[config.mk]
export PLATFORM = sky130hd
export DESIGN_NAME = aafc_cell
export DESIGN_NICKNAME = d
export VERILOG_FILES = /design/src/rtl/aafc_pkg.sv /design/src/rtl/aafc_cell.sv
export SDC_FILE = /design/constraint.sdc
export NUM_CORES = 2
export LEC_CHECK = 0
export ABC_CLOCK_PERIOD_IN_PS = 11000
export BUFFER_PORTS_ARGS = -buffer_cell sky130_fd_sc_hd__buf_2
export CAP_MARGIN = 20
export CORE_MARGIN = 2
export CORE_UTILIZATION = 40
export CTS_CLUSTER_SIZE = 40
export DETAILED_ROUTE_END_ITERATION = 8
export SLEW_MARGIN = 20
export SYNTH_ARGS = -nofsm -noshare
export SYNTH_HDL_FRONTEND = slang
export SYNTH_SLANG_ARGS = --single-unit
export TNS_END_PERCENT = 1
[constraint.sdc]
create_clock -name clk -period 11 [get_ports clk]
set_input_delay 0.55 -clock clk [delete_from_list [all_inputs] [get_ports clk]]
set_output_delay 0.55 -clock clk [all_outputs]
set_load 0.02 [all_outputs]
[src/rtl/aafc_pkg.sv]
// Shared types and constants for the axis-aligned box frustum culling block.
// Depends on nothing; every other file in rtl/ but aafc_vis_if refers to it by scoped names.
`default_nettype none

package aafc_pkg;

  // Coordinate width of the box fields, signed Q8.8 at the default.
  localparam int COORD_WIDTH = 16;
  // Plane coefficients are signed Q8.8, four of them packed in one register.
  localparam int COEF_WIDTH  = 16;
  localparam int PLANE_WIDTH = 4 * COEF_WIDTH;
  localparam int PLANE_COUNT = 6;
  // Configuration index width; indices above the plane list are ignored.
  localparam int CFG_IDX_WIDTH = 3;

  // Product of one coefficient and one coordinate, Q16.16.
  localparam int PROD_WIDTH = COORD_WIDTH + COEF_WIDTH;
  // Six product terms plus the aligned offset need three more bits.
  localparam int SUM_WIDTH  = PROD_WIDTH + 3;
  // The offset d is moved from Q8.8 to Q16.16.
  localparam int D_SHIFT    = 8;

  // Register indices of the configuration port.
  localparam logic [CFG_IDX_WIDTH-1:0] LEFT_PLANE_IDX   = 3'd0;
  localparam logic [CFG_IDX_WIDTH-1:0] RIGHT_PLANE_IDX  = 3'd1;
  localparam logic [CFG_IDX_WIDTH-1:0] TOP_PLANE_IDX    = 3'd2;
  localparam logic [CFG_IDX_WIDTH-1:0] BOTTOM_PLANE_IDX = 3'd3;
  localparam logic [CFG_IDX_WIDTH-1:0] NEAR_PLANE_IDX   = 3'd4;
  localparam logic [CFG_IDX_WIDTH-1:0] FAR_PLANE_IDX    = 3'd5;

  typedef logic signed [COORD_WIDTH-1:0] coord_t;
  typedef logic        [COORD_WIDTH-1:0] coord_mag_t;
  typedef logic signed [COEF_WIDTH-1:0]  coef_t;
  typedef logic        [COEF_WIDTH-1:0]  coef_mag_t;
  typedef logic signed [PROD_WIDTH-1:0]  prod_t;
  typedef logic        [PROD_WIDTH-1:0]  uprod_t;
  typedef logic signed [SUM_WIDTH-1:0]   sum_t;
  typedef logic [CFG_IDX_WIDTH-1:0]      cfg_idx_t;

  // Packed plane register: a in the low slot, d in the high slot.
  typedef struct packed {
    coef_t d;
    coef_t c;
    coef_t b;
    coef_t a;
  } plane_t;

  // One box as it travels down the row of cells.
  typedef struct packed {
    coord_t cx;
    coord_t cy;
    coord_t cz;
    coord_t hx;
    coord_t hy;
    coord_t hz;
  } box_t;

  // Box plus the running verdict of the planes already passed.
  typedef struct packed {
    box_t box;
    logic culled;
  } tok_t;

endpackage

`default_nettype wire

[src/rtl/aafc_cell.sv]
// One plane cell of the culling row: holds one plane and tests each passing box.
// Two pipeline stages (products, then sum and sign). Depends on aafc_pkg.
`default_nettype none

module aafc_cell (
  input  wire logic                             clk,
  input  wire logic                             rst_n,
  input  wire logic                             plane_we,
  input  wire logic [aafc_pkg::PLANE_WIDTH-1:0] plane_wdata,
  input  wire logic                             up_valid,
  output      logic                             up_ready,
  input  wire aafc_pkg::tok_t                   up_tok,
  output      logic                             dn_valid,
  input  wire logic                             dn_ready,
  output      aafc_pkg::tok_t                   dn_tok
);

  aafc_pkg::plane_t plane_r;

  // Plane register, loaded from the configuration port.
  always_ff @(posedge clk) begin
    if (!rst_n) begin
      plane_r <= '0;
    end else if (plane_we) begin
      plane_r <= aafc_pkg::plane_t'(plane_wdata);
    end
  end

  // The farthest corner along the plane normal gives the largest distance:
  // a*cx + |a|*|hx| per axis. All corners are negative exactly when it is.
  aafc_pkg::coef_mag_t  mag_a, mag_b, mag_c;
  aafc_pkg::coord_mag_t mag_hx, mag_hy, mag_hz;

  always_comb begin
    mag_a  = plane_r.a[aafc_pkg::COEF_WIDTH-1] ? aafc_pkg::coef_mag_t'(-plane_r.a)
                                               : aafc_pkg::coef_mag_t'(plane_r.a);
    mag_b  = plane_r.b[aafc_pkg::COEF_WIDTH-1] ? aafc_pkg::coef_mag_t'(-plane_r.b)
                                               : aafc_pkg::coef_mag_t'(plane_r.b);
    mag_c  = plane_r.c[aafc_pkg::COEF_WIDTH-1] ? aafc_pkg::coef_mag_t'(-plane_r.c)
                                               : aafc_pkg::coef_mag_t'(plane_r.c);
    mag_hx = up_tok.box.hx[aafc_pkg::COORD_WIDTH-1] ?
             aafc_pkg::coord_mag_t'(-up_tok.box.hx) : aafc_pkg::coord_mag_t'(up_tok.box.hx);
    mag_hy = up_tok.box.hy[aafc_pkg::COORD_WIDTH-1] ?
             aafc_pkg::coord_mag_t'(-up_tok.box.hy) : aafc_pkg::coord_mag_t'(up_tok.box.hy);
    mag_hz = up_tok.box.hz[aafc_pkg::COORD_WIDTH-1] ?
             aafc_pkg::coord_mag_t'(-up_tok.box.hz) : aafc_pkg::coord_mag_t'(up_tok.box.hz);
  end

  // Stage one: six independent products.
  aafc_pkg::prod_t  s1_ax_nxt, s1_by_nxt, s1_cz_nxt;
  aafc_pkg::uprod_t s1_ex_nxt, s1_ey_nxt, s1_ez_nxt;

  always_comb begin
    s1_ax_nxt = aafc_pkg::prod_t'(plane_r.a) * aafc_pkg::prod_t'(up_tok.box.cx);
    s1_by_nxt = aafc_pkg::prod_t'(plane_r.b) * aafc_pkg::prod_t'(up_tok.box.cy);
    s1_cz_nxt = aafc_pkg::prod_t'(plane_r.c) * aafc_pkg::prod_t'(up_tok.box.cz);
    s1_ex_nxt = aafc_pkg::uprod_t'(mag_a) * aafc_pkg::uprod_t'(mag_hx);
    s1_ey_nxt = aafc_pkg::uprod_t'(mag_b) * aafc_pkg::uprod_t'(mag_hy);
    s1_ez_nxt = aafc_pkg::uprod_t'(mag_c) * aafc_pkg::uprod_t'(mag_hz);
  end

  logic             s1_valid_r;
  aafc_pkg::tok_t   s1_tok_r;
  aafc_pkg::prod_t  s1_ax_r, s1_by_r, s1_cz_r;
  aafc_pkg::uprod_t s1_ex_r, s1_ey_r, s1_ez_r;

  // Stage two: exact sum with the aligned offset; a negative sum culls.
  aafc_pkg::sum_t   dist_max;
  aafc_pkg::tok_t   s2_tok_nxt;

  always_comb begin
    dist_max = aafc_pkg::sum_t'(s1_ax_r) + aafc_pkg::sum_t'(s1_by_r)
             + aafc_pkg::sum_t'(s1_cz_r)
             + aafc_pkg::sum_t'($signed({1'b0, s1_ex_r}))
             + aafc_pkg::sum_t'($signed({1'b0, s1_ey_r}))
             + aafc_pkg::sum_t'($signed({1'b0, s1_ez_r}))
             + aafc_pkg::sum_t'($signed({plane_r.d, {aafc_pkg::D_SHIFT{1'b0}}}));
    s2_tok_nxt        = s1_tok_r;
    s2_tok_nxt.culled = s1_tok_r.culled | dist_max[aafc_pkg::SUM_WIDTH-1];
  end

  logic           s2_valid_r;
  aafc_pkg::tok_t s2_tok_r;
  logic           s1_ready, s2_ready;

  // Each stage moves on when it is empty or its beat leaves downstream.
  assign s2_ready = !s2_valid_r || dn_ready;
  assign s1_ready = !s1_valid_r || s2_ready;
  assign up_ready = s1_ready;
  assign dn_valid = s2_valid_r;
  assign dn_tok   = s2_tok_r;

  always_ff @(posedge clk) begin
    if (!rst_n) begin
      s1_valid_r <= 1'b0;
      s2_valid_r <= 1'b0;
    end else begin
      if (s1_ready) begin
        s1_valid_r <= up_valid;
      end
      if (s2_ready) begin
        s2_valid_r <= s1_valid_r;
      end
    end
  end

  // Payload registers carry no reset.
  always_ff @(posedge clk) begin
    if (s1_ready && up_valid) begin
      s1_tok_r <= up_tok;
      s1_ax_r  <= s1_ax_nxt;
      s1_by_r  <= s1_by_nxt;
      s1_cz_r  <= s1_cz_nxt;
      s1_ex_r  <= s1_ex_nxt;
      s1_ey_r  <= s1_ey_nxt;
      s1_ez_r  <= s1_ez_nxt;
    end
    if (s2_ready && s1_valid_r) begin
      s2_tok_r <= s2_tok_nxt;
    end
  end

endmodule

`default_nettype wire
==> summary.md <==
| Metric | Value |
|---|---|
| Vias | 52070 |
| Synth top area share | 0.4074 |
| Sequential power share | 0.133 |
| Post-synth EDFFs | 386 |
| Worst Tran Pin Value | 1.166 ns |
| Clock power frac | 0.091 |
| Reg-to-Reg Start | plane_r[32] |
| Cell area power density | 299.7 mW/mm^2 |
| Drt first-iter violations | 3086 |
| Max Transition Viols Final | 0 |
| Net Sw Power | 12.50 mW |
| Net count after synthesis | 9808 |
| Post-DP HPWL | 166.3 mm |
| Synth top area cells | fa_1 41%, edfxtp_1 16%, ha_1 10%, inv_1 8.7%, nand2_1 4.6% |
| Largest net degree at the start of global routing | 141 |
| Status | finished, final reports clean |
| CTS Buffer Depth | 3 |
| Asr flop ratio synth | 0 |
| Post-CTS Resized | 0 |
| CTS tree | built |
| Worst VDD drop | 0.3830 mV |
| Nets | 10020 |
| Average cell area after synthesis | 9.931 um^2 |
| Yosys Warn Count | 0 |
| Hold crit path type | primary input to register |
| Share of cells above drive strength 1 | 0.06832 |
| Achievable Freq | 110.2 MHz |
| Vias per cell | 5.071 |
| Internal power | 11.92 mW |
| Main synth FF type | edfxtp_1 |
| Total GRT Usage | 0.2223 |
| Number of fill cells | 18000 |
| Max Used Layer | met5 |
| Die Width | 436.1 um |
| Slowest cell on the critical path | xor2_1 |
| Crit-path most repeated cell | fa_1 |
| M1 wire length | 86.07 mm |
| Final period util | 0.8250 |
| Synth area leader | fa_1 |
| Slew margin rel. | 0.2170 |
| Antenna Nets Post-Route | 0 |
| Root Buffer | clkbuf_16 |
| Switching portion of total power | 0.5118 |
| Clock Sinks | 452 |
| Initial Util | 0.4028 |
| Yosys reg bits | 452 |
| Netlist cell types | 76 |
| RSZ-0062 raised after global routing | no |
| Setup_tns | 0 ns |
| Area delta synth->final | 9.086% |
| DRC viols | 0 |
| Sequential area share after synthesis | 0.1729 |
| Core Region | 0.1854 mm^2 |
| Kind of start point of the critical path | register |
| Number of global-route vias before repair | 56470 |
| CP endpoint kind | register |
| Clock period minus worst slack | 9.075 ns |
| Commonest cells post-synth | 1729 x inv_1, 1520 x fa_1, 916 x nand2_1 |
| GPL Wtd Cong | 0.9165 |
| HP Start | up_tok[34] |
| I/O Pins | 265 |
| # setup viols final | 0 |
| Final setup skew | 0.02484 ns |
| Hold_ws | 0.07482 ns |
| Count leader, synth | inv_1 |
| DIE AREA | 0.1902 mm^2 |
| Gate power share | 0.775 |
| Initial antenna violation count | 5 |
| Crit-path max FO | 12 |
| DR WL met3 | 11.45 mm |
| Hold Vio Cnt, Final | 0 |
| PortBufs | 264 |
| Syn Std Cell Area | 0.07469 mm^2 |
| H-Tree Depth | 2 |
| MaxCap Viol Count | 0 |
| CP arrival | 9.63 ns |
| DR WL/cell | 19.94 um |
| Setup crit start | plane_r[32] |
| Placed cells | 10150 |
| Met2 routed wirelength | 98.76 mm |
| Detailed Route WL | 204.8 mm |
| WP data required | 11.55 ns |
| Mapped Cells | 7521 |
| Non-Filler Instances | 10270 |
| Kind of critical path | register to register |
| First-pass GRT wire length | 326.7 mm |
| Cell Rows | 158 |
| Chip Height | 436.1 um |
| Largest stage delay, worst path | 0.87 ns |
| Clk slew on worst S/H paths | 0.06 ns |
| Detailed Routing Iterations Pass 1 | 5 |
| Worst skew pair latency | 0.72 ns |
| Leakage | 38.32 nW |
| Number of buffers created by CTS | 60 |
| Global route total overflow | 0 |
-- critical path: cells and delay by family (launching register included) --
| family | cells | cell delay [ns] |
|---|---|---|
| compound gates | 7 | 2.27 |
| xor+xnor | 1 | 0.87 |
| fa+ha+maj | 8 | 3.67 |
| buf+inv | 4 | 0.58 |
| flops | 1 | 0.31 |
| simple gates | 6 | 1.24 |
-- layer usage --
layer,vias to the layer above,track usage
met5,-,0
met4,6,0.07981
met3,354,0.02952
met2,1514,0.3714
met1,26970,0.2960
li1,23230,-
-- cells in the final DEF (no fill, tap or decap), types with 67 or more instances in the layout --
master / instances
buf_4: 113
inv_1: 1729
nor2b_1: 82
nor2_1: 451
xor2_1: 108
o21ai_0: 104
edfxtp_1: 386
nand2_1: 916
a21oi_1: 153
xnor2_1: 194
ha_1: 601
buf_2: 262
mux2i_1: 67
and2_1: 347
fa_1: 1520
-- cell type report --
class	instances	area (um^2)	share of cell area
multi-input cells	5114	54550	0.6695
clock inverters	36	549.3	0.006741
flip-flops and latches	452	12910	0.1585
inverters	1730	6494	0.07970
well taps	2480	3103	0.03808
diodes	1	2.502	0.00003071
repair buffers	378	2200	0.02700
clock buffers	77	1669	0.02048
-- power groups by stage --
| stage | logic (mW) | registers [mW] | clock network [mW] |
|---|---|---|---|
| floorplan | 13.7 | 3.03 | 0 |
| global placement | 18.5 | 3.29 | 0 |
| detailed placement | 18.7 | 3.29 | 0 |
| CTS | 19.0 | 3.27 | 2.30 |
| global route | 21.7 | 3.29 | 2.35 |
| finish | 18.9 | 3.26 | 2.23 |
-- flip-flops by register name, indices dropped and copies added (netlist names) --
name,flops
s1_ez_r,32
plane_r,64
s1_valid_r,1
dn_tok,97
s1_by_r,32
s1_tok_r,97
s1_ey_r,32
s1_ex_r,32
s1_ax_r,32
s1_cz_r,32
dn_valid,1
-- worst paths after layout --
kind                                      to  slack [ns]  depth (start not counted)
worst min-delay path            s1_tok_r[34]        0.07                          1
worst min register to register    dn_tok[22]        0.42                          0
worst max register to register   s1_ez_r[31]        1.93                         26
worst max-delay path             s1_ez_r[31]        1.93                         26
-- timing repair --
action,in CTS,in global routing
setup buffers,0,0
hold buffers,2,0
hold endpoints to repair,2,0
-- cells by family after synthesis --
family	share of synthesized area
AOI/OAI and AO/OA	0.04682
xor gates and xnor gates	0.03727
adders and majority gates	0.5081
buffers and inverters	0.09838
DFF	0.1729
muxes	0.009129
and+or+nand+nor	0.1275
-- stage by stage --
step | setup WS (ns) | cell area (um^2) | total power, mW | util
CTS | 1.979 | 81450 | 24.53 | 0.4392
global route | 1.365 | 81480 | 27.32 | 0.4394
detailed placement | 1.983 | 79210 | 22.03 | 0.4271
finish | 1.925 | 81480 | 24.42 | 0.4394
global placement | 2.106 | 79180 | 21.82 | 0.4270
floorplan | 2.910 | 74690 | 16.71 | -
(Power assumes the default switching activity.)
